<file path="src/lbpc_pkg.sv">
// lbpc_pkg: shared types, codes and widths for the light-driven blind controller
// no dependencies
package lbpc_pkg;

  localparam int LIGHT_BITS = 12;
  localparam int THR_BITS   = 12;
  localparam int CMP_BITS   = (LIGHT_BITS > THR_BITS) ? LIGHT_BITS : THR_BITS;
  localparam int IDX_BITS   = 8;
  localparam int IN_BITS    = 5 + LIGHT_BITS;
  localparam int IN_TDATA_W = ((IN_BITS + 7) / 8) * 8;
  localparam int OUT_TDATA_W = 8;

  localparam logic [THR_BITS-1:0] DAY_RESET   = THR_BITS'(2500);
  localparam logic [THR_BITS-1:0] NIGHT_RESET = THR_BITS'(1000);

  typedef enum logic [IDX_BITS-1:0] {
    REG_DAY   = IDX_BITS'(0),
    REG_NIGHT = IDX_BITS'(1)
  } reg_idx_e;

  typedef enum logic [1:0] {
    ST_START = 2'd0,
    ST_WAIT  = 2'd1,
    ST_UP    = 2'd2,
    ST_DOWN  = 2'd3
  } ctrl_state_e;

  typedef enum logic [1:0] {
    TGT_NONE   = 2'd0,
    TGT_TOP    = 2'd1,
    TGT_MIDDLE = 2'd2,
    TGT_BOTTOM = 2'd3
  } target_e;

  typedef enum logic [1:0] {
    DRV_STOP  = 2'd0,
    DRV_RAISE = 2'd1,
    DRV_LOWER = 2'd2,
    DRV_SPARE = 2'd3
  } drive_e;

  typedef struct packed {
    logic                  auto_mode;
    logic                  at_top;
    logic                  at_middle;
    logic                  at_bottom;
    logic [LIGHT_BITS-1:0] light_level;
    logic                  button_up;
    logic                  button_down;
  } item_t;

  typedef struct packed {
    drive_e      motor_drive;
    ctrl_state_e next_state;
  } result_t;

  typedef struct packed {
    logic [THR_BITS-1:0] day;
    logic [THR_BITS-1:0] night;
  } thresholds_t;

endpackage

</file>
<file path="src/lbpc_cfg.sv">
// lbpc_cfg: day and night threshold registers behind the write channel
// depends on lbpc_pkg
module lbpc_cfg (
  input  logic                          clk_i,
  input  logic                          rst_ni,
  input  logic                          cfg_valid_i,
  output logic                          cfg_ready_o,
  input  logic [lbpc_pkg::IDX_BITS-1:0] cfg_index_i,
  input  logic [lbpc_pkg::THR_BITS-1:0] cfg_data_i,
  output lbpc_pkg::thresholds_t         thr_o
);
  import lbpc_pkg::*;

  thresholds_t thr_q, thr_d;

  assign cfg_ready_o = 1'b1;

  always_comb begin
    thr_d = thr_q;
    if (cfg_valid_i) begin
      unique case (cfg_index_i)
        REG_DAY:   thr_d.day   = cfg_data_i;
        REG_NIGHT: thr_d.night = cfg_data_i;
        default:   ;
      endcase
    end
  end

  always_ff @(posedge clk_i or negedge rst_ni) begin
    if (!rst_ni) begin
      thr_q.day   <= DAY_RESET;
      thr_q.night <= NIGHT_RESET;
    end else begin
      thr_q <= thr_d;
    end
  end

  assign thr_o = thr_q;

endmodule

</file>
<file path="src/lbpc_core.sv">
// lbpc_core: control state machine, light classing and manual target register
// depends on lbpc_pkg
module lbpc_core (
  input  logic                  clk_i,
  input  logic                  rst_ni,
  input  logic                  step_i,
  input  lbpc_pkg::item_t       item_i,
  input  lbpc_pkg::thresholds_t thr_i,
  output lbpc_pkg::result_t     result_o
);
  import lbpc_pkg::*;

  ctrl_state_e state_q, state_d;
  target_e     target_q, target_d;
  drive_e      drive;
  logic        day, night, twi;
  logic [CMP_BITS-1:0] light_x, day_x, night_x;

  assign light_x = CMP_BITS'(item_i.light_level);
  assign day_x   = CMP_BITS'(thr_i.day);
  assign night_x = CMP_BITS'(thr_i.night);
  assign day     = light_x > day_x;
  assign night   = light_x <= night_x;
  assign twi     = (light_x > night_x) && (light_x <= day_x);

  always_comb begin
    state_d  = state_q;
    target_d = target_q;
    drive    = DRV_STOP;
    unique case (state_q)
      ST_START: state_d = ST_WAIT;
      ST_WAIT: begin
        state_d = ST_WAIT;
        if (item_i.auto_mode) begin
          if ((day && (item_i.at_middle || item_i.at_bottom)) ||
              (twi && item_i.at_bottom)) begin
            state_d = ST_UP;
          end else if ((night && (item_i.at_middle || item_i.at_top)) ||
                       (twi && item_i.at_top)) begin
            state_d = ST_DOWN;
          end
        end else if (item_i.button_up && item_i.at_bottom) begin
          state_d  = ST_UP;
          target_d = TGT_MIDDLE;
        end else if (item_i.button_up && item_i.at_middle) begin
          state_d  = ST_UP;
          target_d = TGT_TOP;
        end else if (item_i.button_down && item_i.at_top) begin
          state_d  = ST_DOWN;
          target_d = TGT_MIDDLE;
        end else if (item_i.button_down && item_i.at_middle) begin
          state_d  = ST_DOWN;
          target_d = TGT_BOTTOM;
        end
      end
      ST_UP: begin
        drive = DRV_RAISE;
        if (item_i.auto_mode) begin
          if ((day && item_i.at_top) || (twi && item_i.at_middle) || night) begin
            state_d = ST_WAIT;
          end
        end else if (item_i.at_top ||
                     (target_q == TGT_MIDDLE && item_i.at_middle)) begin
          // manual: the top switch always stops, a top target is covered by it
          state_d = ST_WAIT;
        end
      end
      ST_DOWN: begin
        drive = DRV_LOWER;
        if (item_i.auto_mode) begin
          if ((night && item_i.at_bottom) || (twi && item_i.at_middle) || day) begin
            state_d = ST_WAIT;
          end
        end else if (item_i.at_bottom ||
                     (target_q == TGT_MIDDLE && item_i.at_middle)) begin
          state_d = ST_WAIT;
        end
      end
      default: state_d = ST_WAIT;
    endcase
  end

  always_ff @(posedge clk_i or negedge rst_ni) begin
    if (!rst_ni) begin
      state_q  <= ST_START;
      target_q <= TGT_NONE;
    end else if (step_i) begin
      state_q  <= state_d;
      target_q <= target_d;
    end
  end

  assign result_o.motor_drive = drive;
  assign result_o.next_state  = state_d;

endmodule

</file>
<file path="src/light_driven_blind_position_control.sv">
// light_driven_blind_position_control: top level with input and result registers
// depends on lbpc_pkg, lbpc_cfg and lbpc_core
//
// usage
//   each item on the slave stream is one sampled tick: switch levels, light level
//   and buttons in tdata, the auto/manual flag in tuser. each item gives exactly
//   one result item on the master stream: motor drive and the next control state.
//   thresholds are written through the cfg channel (index 0 day, index 1 night);
//   the channel is always ready and other indices are dropped. write only while idle.
// path and throughput
//   an item passes an input register and lands in the result register, from which
//   its result is offered on the master side; one item per cycle is sustained while
//   the receiver keeps tready high, set by the state and target register update done
//   as the item leaves the input register.
// reset
//   state goes to start (first tick stops the motor and moves to waiting), the
//   manual target clears and thresholds return to 2500 and 1000.
// stalls
//   when the receiver holds tready low the result holds, the input register
//   fills and tready on the slave side drops; no item is lost or repeated.
module light_driven_blind_position_control (
  input  logic                             clk_i,
  input  logic                             rst_ni,
  input  logic                             s_axis_tvalid,
  output logic                             s_axis_tready,
  // at_top, at_middle, at_bottom, light_level, button_up, button_down, unused upper bits
  input  logic [lbpc_pkg::IN_TDATA_W-1:0]  s_axis_tdata,
  // auto_mode
  input  logic                             s_axis_tuser,
  output logic                             m_axis_tvalid,
  input  logic                             m_axis_tready,
  // motor_drive, next_state, zero fill
  output logic [lbpc_pkg::OUT_TDATA_W-1:0] m_axis_tdata,
  input  logic                             cfg_valid_i,
  output logic                             cfg_ready_o,
  input  logic [lbpc_pkg::IDX_BITS-1:0]    cfg_index_i,
  input  logic [lbpc_pkg::THR_BITS-1:0]    cfg_data_i
);
  import lbpc_pkg::*;

  localparam int LightLsb = 3;

  thresholds_t thr;
  item_t       in_d, in_q;
  logic        in_vld_q, out_vld_q;
  logic        advance, step;
  result_t     res, res_q;

  assign in_d.auto_mode   = s_axis_tuser;
  assign in_d.at_top      = s_axis_tdata[0];
  assign in_d.at_middle   = s_axis_tdata[1];
  assign in_d.at_bottom   = s_axis_tdata[2];
  assign in_d.light_level = s_axis_tdata[LightLsb +: LIGHT_BITS];
  assign in_d.button_up   = s_axis_tdata[LightLsb + LIGHT_BITS];
  assign in_d.button_down = s_axis_tdata[LightLsb + LIGHT_BITS + 1];

  assign advance       = !out_vld_q || m_axis_tready;
  assign step          = advance && in_vld_q;
  assign s_axis_tready = !in_vld_q || advance;

  lbpc_cfg u_cfg (
    .clk_i       (clk_i),
    .rst_ni      (rst_ni),
    .cfg_valid_i (cfg_valid_i),
    .cfg_ready_o (cfg_ready_o),
    .cfg_index_i (cfg_index_i),
    .cfg_data_i  (cfg_data_i),
    .thr_o       (thr)
  );

  lbpc_core u_core (
    .clk_i    (clk_i),
    .rst_ni   (rst_ni),
    .step_i   (step),
    .item_i   (in_q),
    .thr_i    (thr),
    .result_o (res)
  );

  always_ff @(posedge clk_i or negedge rst_ni) begin
    if (!rst_ni) begin
      in_vld_q  <= 1'b0;
      out_vld_q <= 1'b0;
    end else begin
      if (s_axis_tready) begin
        in_vld_q <= s_axis_tvalid;
      end
      if (advance) begin
        out_vld_q <= in_vld_q;
      end
    end
  end

  always_ff @(posedge clk_i) begin
    if (s_axis_tready && s_axis_tvalid) begin
      in_q <= in_d;
    end
    if (step) begin
      res_q <= res;
    end
  end

  assign m_axis_tvalid = out_vld_q;
  assign m_axis_tdata  = {4'b0000, res_q.next_state, res_q.motor_drive};

endmodule
</file>
<file path="config.mk">
export PLATFORM = sky130hd
export DESIGN_NAME = light_driven_blind_position_control
export DESIGN_NICKNAME = d
export VERILOG_FILES = /design/src/lbpc_pkg.sv /design/src/lbpc_cfg.sv /design/src/lbpc_core.sv /design/src/light_driven_blind_position_control.sv
export SDC_FILE = /design/constraint.sdc
export NUM_CORES = 1
export LEC_CHECK = 0
export BUFFER_PORTS_ARGS = -buffer_cell sky130_fd_sc_hd__clkbuf_2
export CAP_MARGIN = 10
export CORE_UTILIZATION = 55
export CTS_BUF_LIST = sky130_fd_sc_hd__clkbuf_16
export CTS_CLUSTER_SIZE = 14
export DETAILED_ROUTE_END_ITERATION = 7
export MAX_ROUTING_LAYER = met4
export PLACE_DENSITY = 0.81
export SYNTH_ARGS = -nofsm -noshare
export SYNTH_HDL_FRONTEND = slang
export SYNTH_SLANG_ARGS = --single-unit
</file>
<file path="constraint.sdc">
create_clock -name clk_i -period 6.8 [get_ports clk_i]
set_input_delay 1.36 -clock clk_i [delete_from_list [all_inputs] [get_ports clk_i]]
set_output_delay 1.36 -clock clk_i [all_outputs]
set_load 0.1 [all_outputs]
</file>
Word level (Yosys, flattened, before mapping)
Cells that the tools add are included.

cells by class
  order comparisons = 4
  equal/unequal tests = 5
  multiplexer cells = 19
  bitwise gates (word level) = 1
  reductions and logical operators = 35

operators with widths
  kind                                                              count
  2-bit two-way mux                                                 17
  12-bit greater-than comparator                                    2
  12-bit less-or-equal comparator                                   2
  1-bit logical AND                                                 15
  1-bit logical OR                                                  12
  8-bit by 1-bit == test with 1-bit output (second input constant)  1
  8-bit logical NOT                                                 1
  2-bit case mux with 4 select lines                                1
  2-bit == test (second input constant)                             3
  2-bit case mux with 2 select lines                                1
  2-bit AND reduction                                               2
  4-bit AND reduction                                               1
  4-bit nonzero test                                                1
  2-bit by 1-bit == test with 1-bit output (second input constant)  1
  1-bit logical NOT                                                 2
  2-bit logical NOT                                                 1
  1-bit inverter                                                    1

word-level totals
  bits in registers = 52
  bits of input ports = 50
  output and inout bits = 11
  logic and storage cells = 79

Longest topological paths before layout
Gate-level depths: netlist (run 1).

  word-level depth = 8
  gate-level depth with buffers = 9
  mapped depth without buffers = 9

By module
A second synthesis (run 1) with hierarchy kept.

unflattened totals
  cell total of the unflattened synthesis = 236
  area, all modules = 2880.3 µm²

by module, submodules not included
  module                               instances  cells each  area each (µm²)  seq. area each (µm²)
  lbpc_core                            1          144         1092.3           100.1
  lbpc_cfg                             1          57          989.7            614.3
  light_driven_blind_position_control  1          35          798.3            710.7

Worst setup path after synthesis (run 1)
Ideal clock, no wire load.

  path kind = input port to output port
  start = in m_axis_tready
  end = out s_axis_tready
  data arrival time = 2182 ps
  required time = 5440 ps
  setup slack = 3258 ps
  stages = 1
  path buffers = 0
  cells stage by stage = nand3b_1

between the ends
  word-level cells in the longest chain between the ends = 2

RTL lines
  what              RTL line                                   RTL
  start, declared   light_driven_blind_position_control.sv:31  input logic m_axis_tready,
  1-bit logical OR  light_driven_blind_position_control.sv:57  assign advance = !out_vld_q || m_axis_tready;
  1-bit logical OR  light_driven_blind_position_control.sv:59  assign s_axis_tready = !in_vld_q || advance;
  end, declared     light_driven_blind_position_control.sv:25  output logic s_axis_tready,

No other way between the ends.

Worst setup path after layout (run 1)
Ends and elaborated chain as after synthesis.

==> summary.md, run 1 <==
| Metric | Value |
|---|---|
| Outcome | finished clean |
| Std-Cell Rows | 25 |
| Cells after DPL | 349 |
| Synth warn | 0 |
| Fin crit share | 49.95% |
| Via Count | 1,868 |
| Post-Layout Inst Area | 3124 um^2 |
| IO Count | 61 |
| Worst Skew | 0.003465 ns |
| Post-synth top area share | 24.48% |
| Area grow syn2layout | 15.76% |
| Antenna violations before repair | 0 |
| WP depth | 3 |
| GRT overflow | 0 |
| Crit-path leading delay family | buffers and inverters |
| Post_cts resized | 0 |
| Root buf cell | clkbuf_16 |
| Critical Path Slowest Stage Cell | clkbuf_2 |
| CP startpoint kind | input port |
| Mapped Avg Cell Area | 11.25 um^2 |
| H-tree levels | 2 |
| Gr usage total | 22.14% |
| Diodes inserted | 0 |
| Clock insertion delay at the later pin of the skew report | 0.29 ns |
| Die span in y | 72.05 um |
| #FFs+latches synth | 52 |
| Required @ worst endpoint | 5.44 ns |
| Sw Ratio | 29.68% |
| Postcts setup bufs | 0 |
| Internal Pwr Total | 0.0005534 W |
| Num CTS Buffers | 5 |
| Buf/Inv on CP | 2 |
| Count of flip-flops with a built-in enable after synthesis | 22 |
| Critical Path End | s_axis_tready |
| Post-Syn Area | 2699 um^2 |
| WP data arrival | 2.04 ns |
| WS Path Type | input port to output port |
| HPWL after DPL | 3673 um |
| RR Endpoint | u_core.state_q[1]$_DFFE_PN0P_ |
| Worst r2r src | u_cfg.thr_o[5]$_DFFE_PN1P_ |
| Fmax | 294.4 MHz |
| Final slew viol count | 0 |
| Fin nets | 363 |
| DIE AREA | 5191 um^2 |
| Die width | 72.05 um |
| Most used DFF post-synth | edfxtp_1 |
| Part of the power in combinational logic | 21.1% |
| # Max-Cap Violations | 0 |
| Initial Utilization | 57.14% |
| Leak | 1.452 nW |
| IO buf count | 48 |
| Number of nets with antenna violations after routing | 0 |
| Top post-synthesis cells by area | edfxtp_1 24%, dfrtp_1 18%, ha_1 11% |
| Crit Path Max Fanout | 3 |
| # setup viols final | 0 |
| Worst Reg-to-Reg Cells | 9 |
| Fillers | 368 |
| Area leader, netlist | edfxtp_1 |
| WL/cell | 13.43 um |
| Post-CTS Hold Fix Bufs | 0 |
| CORE AREA | 4723 um^2 |
| Unrepaired setup endpoints after global routing | false |
| Net switching power | 0.0002336 W |
| Worst min path class | register to register |
| DRC violations left | 0 |
| Crit path time final | 3.397 ns |
| CTS tree | yes |
| Clk buf depth | 2 |
| Final hold violations | 0 |
| Post-Route Utilization | 66.15% |
| Worst vdd ir | 0.1581 mV |
| CP Capture Type | output port |
| Netlist cell types | 39 |
| FFs w/ async S/R, synth | 57.69% |
| Syn Inst Count | 240 |
| Worst path cell trace | clkbuf_2, nand3b_1, clkbuf_2 |
| Sequential area share after synthesis | 52.80% |
| CP startpoint | m_axis_tready |
| Seq pwr share | 48.9% |
| Gpl congestion | 0.8661 |
| Max incr delay on CP | 0.47 ns |
| R2r setup slk | 3.98 ns |
| Vias in the first global route | 1,909 |
| Placement Cell Area | 2985 um^2 |
| Vias/cell | 5.232 |
| Most frequent CP cell | clkbuf_2 |
| First-pass GRT wire length | 8459 um |
| Layout cell share with drive strength beyond 1 | 30.00% |
| Final std cells w/o fill | 357 |
| Multi-input logic area | 1131 um^2 |
| First-pass iteration count of the detailed router | 5 |
| DRT iter0 DRCs | 137 |
| Slew @ Worst Pin | 0.8310 ns |
| Clk slew on worst S/H paths | 0.06 ns |
| Sum of negative setup slack | 0 ns |
| Register area | 1425 um^2 |
| Pwr/cell area | 251.9 nW/um^2 |
| Largest net degree at the start of global routing | 31 |
| Worst relative slew slack | 44.60% |
| Hold path cells | 2 |
| Clock Power Share | 30.1% |
| Clk sinks | 52 |
| Routed WL | 4796 um |
==> flip-flops by register name (all words and copies together) (netlist names) <==
register,cells
u_cfg.thr_o,24
u_core.state_q,2
u_core.target_q,2
in_vld_q,1
in_q,18
m_axis_tdata,4
m_axis_tvalid,1
==> Yosys cell counts, types with 3 or more instances <==
library cell  count
and2_1            4
mux2_2           13
a21o_1            4
edfxtp_1         22
o21ai_0          15
nor2b_1           4
ha_1             24
nand3b_1          4
nand2b_1          3
a31oi_1           3
nand3_1           4
dfrtp_1          19
nand4_1           4
inv_1            26
clkbuf_1          4
a21oi_1           7
nand2_1          25
buf_4             5
nor2_1           10
dfstp_2          11
==> area by class of cell <==
type | instances | share of cell area, %
multi-input combinational | 155 | 36.20
clock buffer | 5 | 4.005
timing repair buffer | 49 | 7.930
tap | 67 | 2.683
clock inverter | 3 | 0.4405
sequential | 52 | 45.61
inverter | 26 | 3.124
==> layout by cell type, fill, tap and decap left out, types with 2 or more instances in the layout <==
| cell type | netlist | layout |
|---|---|---|
| a21o_1 | 4 | 4 |
| a21oi_1 | 7 | 7 |
| a21oi_2 | 2 | 2 |
| a221o_1 | 2 | 2 |
| a221oi_2 | 2 | 2 |
| a31oi_1 | 3 | 3 |
| and2_1 | 4 | 4 |
| and4_1 | 2 | 2 |
| clkbuf_16 | 0 | 5 |
| clkbuf_2 | 0 | 48 |
| clkinv_2 | 0 | 2 |
| conb_1 | 2 | 5 |
| dfrtp_1 | 19 | 19 |
| dfstp_2 | 11 | 11 |
| edfxtp_1 | 22 | 22 |
| ha_1 | 24 | 24 |
| inv_1 | 26 | 26 |
| mux2_2 | 13 | 13 |
| mux2i_1 | 2 | 2 |
| nand2_1 | 25 | 25 |
| nand2b_1 | 3 | 3 |
| nand3_1 | 4 | 4 |
| nand3b_1 | 4 | 4 |
| nand4_1 | 4 | 4 |
| nor2_1 | 10 | 10 |
| nor2b_1 | 4 | 4 |
| nor3_1 | 2 | 2 |
| nor3b_1 | 2 | 2 |
| nor4_1 | 2 | 2 |
| o211ai_1 | 2 | 2 |
| o21ai_0 | 15 | 15 |
==> routing by layer <==
metal / track usage (%) / vias to the layer above / share of wire, % / wire [um]
li1: - / 939 / - / -
met1: 27.46 / 868 / 45 / 2166
met2: 35.22 / 51 / 48 / 2301
met3: 5.694 / 10 / 4.8 / 229
met4: 8.279 / 0 / 2.0 / 98
met5: - / - / 0 / 0
==> logic make-up (layout without fill, tap and decap cells) <==
| kind of cell | Yosys count | in the layout | share of synthesized area (%) |
|---|---|---|---|
| AOI/OAI and AO/OA | 41 | 41 | 10.29 |
| adders and majority gates | 24 | 24 | 11.13 |
| buffers and inverters | 36 | 83 | 5.702 |
| DFF | 52 | 52 | 52.80 |
| muxes | 15 | 15 | 6.166 |
| other | 2 | 5 | 0.2783 |
| and+or+nand+nor | 70 | 70 | 13.63 |
==> worst min path at each step <==
stage / startpoint / to / slack (ns)
final: u_core.target_q[0]$_DFFE_PN0P_ / u_core.target_q[0]$_DFFE_PN0P_ / 0.48
after global placement: u_core.target_q[0]$_DFFE_PN0P_ / u_core.target_q[0]$_DFFE_PN0P_ / 0.47
after floorplan: u_core.target_q[0]$_DFFE_PN0P_ / u_core.target_q[0]$_DFFE_PN0P_ / 0.45
after detailed placement: u_core.target_q[0]$_DFFE_PN0P_ / u_core.target_q[0]$_DFFE_PN0P_ / 0.47
after CTS: u_core.target_q[0]$_DFFE_PN0P_ / u_core.target_q[0]$_DFFE_PN0P_ / 0.48
after global routing: u_cfg.thr_o[1]$_DFFE_PN0P_ / u_cfg.thr_o[1]$_DFFE_PN0P_ / 0.52
==> stage by stage <==
stage	hold slack, ns	setup slack, ns	power (W)
CTS	0.4841	3.400	0.0007948
finish	0.4833	3.403	0.0007870
detailed placement	0.4696	3.402	0.0005559
global route	0.5220	3.358	0.0008257
global placement	0.4669	3.416	0.0005484
floorplan	0.4498	3.258	0.0005135
==> power by group through the flow <==
stage	Clock (W)	Combinational [W]	Sequential, W
6_report	0.000237	0.000166	0.000385
5_1_grt	0.000254	0.000183	0.000389
4_1_cts	0.000243	0.000167	0.000385
3_5_place_dp	0	0.000165	0.000391
3_3_place_gp	0	0.000159	0.000389
2_1_floorplan	0	0.0000938	0.000420
==> worst register-to-register path, delay by kind of cell (launching register included) <==
family          cells  cell delay (ns)
compound gates      6             1.51
fa+ha+maj           1             0.31
buf+inv             1             0.04
flops               1             0.53
simple gates        1             0.34
No activity file was read; power rests on OpenSTA's default activity.
==> run 2, diff against run 1 <==
--- a/config.mk
+++ b/config.mk
@@ -7,12 +7,12 @@
 export LEC_CHECK = 0
 export BUFFER_PORTS_ARGS = -buffer_cell sky130_fd_sc_hd__clkbuf_2
 export CAP_MARGIN = 10
-export CORE_UTILIZATION = 55
+export CORE_UTILIZATION = 49
 export CTS_BUF_LIST = sky130_fd_sc_hd__clkbuf_16
 export CTS_CLUSTER_SIZE = 14
 export DETAILED_ROUTE_END_ITERATION = 7
 export MAX_ROUTING_LAYER = met4
-export PLACE_DENSITY = 0.81
+export PLACE_DENSITY = 0.76
 export SYNTH_ARGS = -nofsm -noshare
 export SYNTH_HDL_FRONTEND = slang
 export SYNTH_SLANG_ARGS = --single-unit
==> constraint.sdc (replaced) <==
create_clock -name clk_i -period 3.03 [get_ports clk_i]
set_input_delay 0.606 -clock clk_i [delete_from_list [all_inputs] [get_ports clk_i]]
set_output_delay 0.606 -clock clk_i [all_outputs]
set_load 0.1 [all_outputs]
==> summary.md, run 2 (same netlist as run 1, synthesis figures left out) <==
| Metric | Value |
|---|---|
| Critical Path End | u_core.state_q[1]$_DFFE_PN0P_ |
| Post-Layout Inst Area | 3126 um^2 |
| Fillers | 436 |
| Layout cell share with drive strength beyond 1 | 29.31% |
| DIE AREA | 5809 um^2 |
| Fmax | 364.8 MHz |
| Pwr/cell area | 558.9 nW/um^2 |
| CP startpoint kind | register |
| Critical Path Slowest Stage Cell | dfstp_2 |
| # setup viols final | 0 |
| Commonest non-fill, non-tap cell in the layout | clkbuf_2 |
| Clock insertion delay at the later pin of the skew report | 0.28 ns |
| RR Endpoint | u_core.state_q[1]$_DFFE_PN0P_ |
| Max FFs per register | 24 |
| Final slew viol count | 0 |
| Gr usage total | 18.72% |
| CP startpoint | u_cfg.thr_o[5]$_DFFE_PN1P_ |
| Worst Reg-to-Reg Cells | 9 |
| WL/cell | 12.87 um |
| Outcome | finished clean |
| Worst min path class | input port to async pin |
| DRT iter0 DRCs | 80 |
| Final hold violations | 0 |
| Clk sinks | 52 |
| Placement Cell Area | 2989 um^2 |
| IO Count | 61 |
| Vias in the first global route | 1,932 |
| Diodes inserted | 0 |
| Slew @ Worst Pin | 0.8617 ns |
| R2r setup slk | 0.29 ns |
| Routed WL | 4632 um |
| Worst path cell trace | inv_1, ha_1, a21o_1, a221o_1, a221oi_2, a21oi_2, a311o_1, or3_1, a31oi_1 |
| Via Count | 1,837 |
| CTS tree | yes |
| Gpl congestion | 0.8474 |
| Unrepaired setup endpoints after global routing | false |
| Worst Skew | 0.004370 ns |
| Post-CTS Hold Fix Bufs | 0 |
| Root buf cell | clkbuf_16 |
| GRT overflow | 0 |
| Post_cts resized | 0 |
| Die width | 76.22 um |
| First-pass iteration count of the detailed router | 4 |
| Fin crit share | 90.47% |
| First-pass GRT wire length | 8266 um |
| # Max-Cap Violations | 0 |
| Crit Path Max Fanout | 8 |
| CORE AREA | 5205 um^2 |
| Required @ worst endpoint | 3.23 ns |
| Most frequent cells in the layout | 48 x clkbuf_2, 28 x inv_1, 25 x nand2_1, 24 x ha_1, 22 x edfxtp_1 |
| Overall power | 0.001747 W |
| DRC violations left | 0 |
| Worst r2r src | u_cfg.thr_o[5]$_DFFE_PN1P_ |
| Clk slew on worst S/H paths | 0.06 ns |
| Die span in y | 76.22 um |
| Worst relative slew slack | 42.56% |
| Clk buf depth | 2 |
| CP Capture Type | register |
| Fin nets | 363 |
| Number of nets with antenna violations after routing | 0 |
| Area grow syn2layout | 15.81% |
| Antenna violations before repair | 0 |
| Sum of negative setup slack | 0 ns |
| Largest net degree at the start of global routing | 31 |
| HPWL after DPL | 3562 um |
| WS Path Type | register to register |
| Num CTS Buffers | 5 |
| Crit path time final | 2.741 ns |
| WP data arrival | 2.94 ns |
| IO buf count | 48 |
| Max incr delay on CP | 0.53 ns |
| Std-Cell Rows | 26 |
| Postcts setup bufs | 0 |
| H-tree levels | 2 |
| Worst vdd ir | 0.3513 mV |
| Leak | 1.455 nW |
| Initial Utilization | 51.85% |
| Vias/cell | 5.103 |
-- run 2: cell count changes in the layout (fill, tap and decap cells not counted), sizes merged --
cell and delta:
clkinv -2, inv +2
-- run 2: worst min-delay path by stage --
stage,start,endpoint,slack (ns),cells past startpoint
after CTS,rst_ni,u_cfg.thr_o[17]$_DFFE_PN0P_,0.40,1
after global routing,rst_ni,u_cfg.thr_o[0]$_DFFE_PN0P_,0.44,1
after detailed placement,u_core.target_q[0]$_DFFE_PN0P_,u_core.target_q[0]$_DFFE_PN0P_,0.47,2
after global placement,u_core.target_q[0]$_DFFE_PN0P_,u_core.target_q[0]$_DFFE_PN0P_,0.47,2
after floorplan,rst_ni,in_vld_q$_DFFE_PN0N_,0.31,0
final,rst_ni,u_cfg.thr_o[10]$_DFFE_PN0P_,0.38,1
-- run 2: final cells by class --
| cell class | count | area, um^2 | area share, % |
|---|---|---|---|
| Inverter | 26 | 97.59 | 3.122 |
| Sequential cell | 52 | 1425 | 45.60 |
| Tap cell | 70 | 87.58 | 2.802 |
| Multi-Input combinational cell | 155 | 1131 | 36.19 |
| Clock inverter | 3 | 11.26 | 0.3603 |
| Clock buffer | 5 | 125.1 | 4.003 |
| Timing Repair Buffer | 49 | 247.7 | 7.926 |
-- run 2: power breakdown --
group          switching (W)  total (W)  leakage [nW]  internal [W]
Combinational       0.000248   0.000367         0.835      0.000119
Clock               0.000220   0.000517        0.0738      0.000297
Sequential         0.0000413   0.000864         0.547      0.000822
Total               0.000509    0.00175          1.46       0.00124
-- run 2: critical path: cells and delay by family, from the launching register on --
family / cells / cell delay [ns]
buf+inv: 1 / 0.04
flops: 1 / 0.53
simple gates: 1 / 0.33
fa+ha+maj: 1 / 0.30
compound gates: 6 / 1.47
-- run 2: stage by stage --
stage	hold WS (ns)	util [%]	setup slack, ns	std cells
final	0.3776	60.05	0.2887	360
after global routing	0.4409	60.05	0.1214	360
after CTS	0.4043	60.05	0.2682	360
after global placement	0.4694	57.43	0.3090	352
after floorplan	0.3104	-	0.06904	243
after detailed placement	0.4718	57.43	0.2902	352
-- run 2: per-layer routing --
metal / vias to the layer above / global-route usage, % / share of wire (%)
li1: 937 / - / -
met1: 846 / 21.91 / 46
met2: 47 / 30.63 / 48
met3: 7 / 4.910 / 4.7
met4: 0 / 7.692 / 1.6
met5: - / - / 0
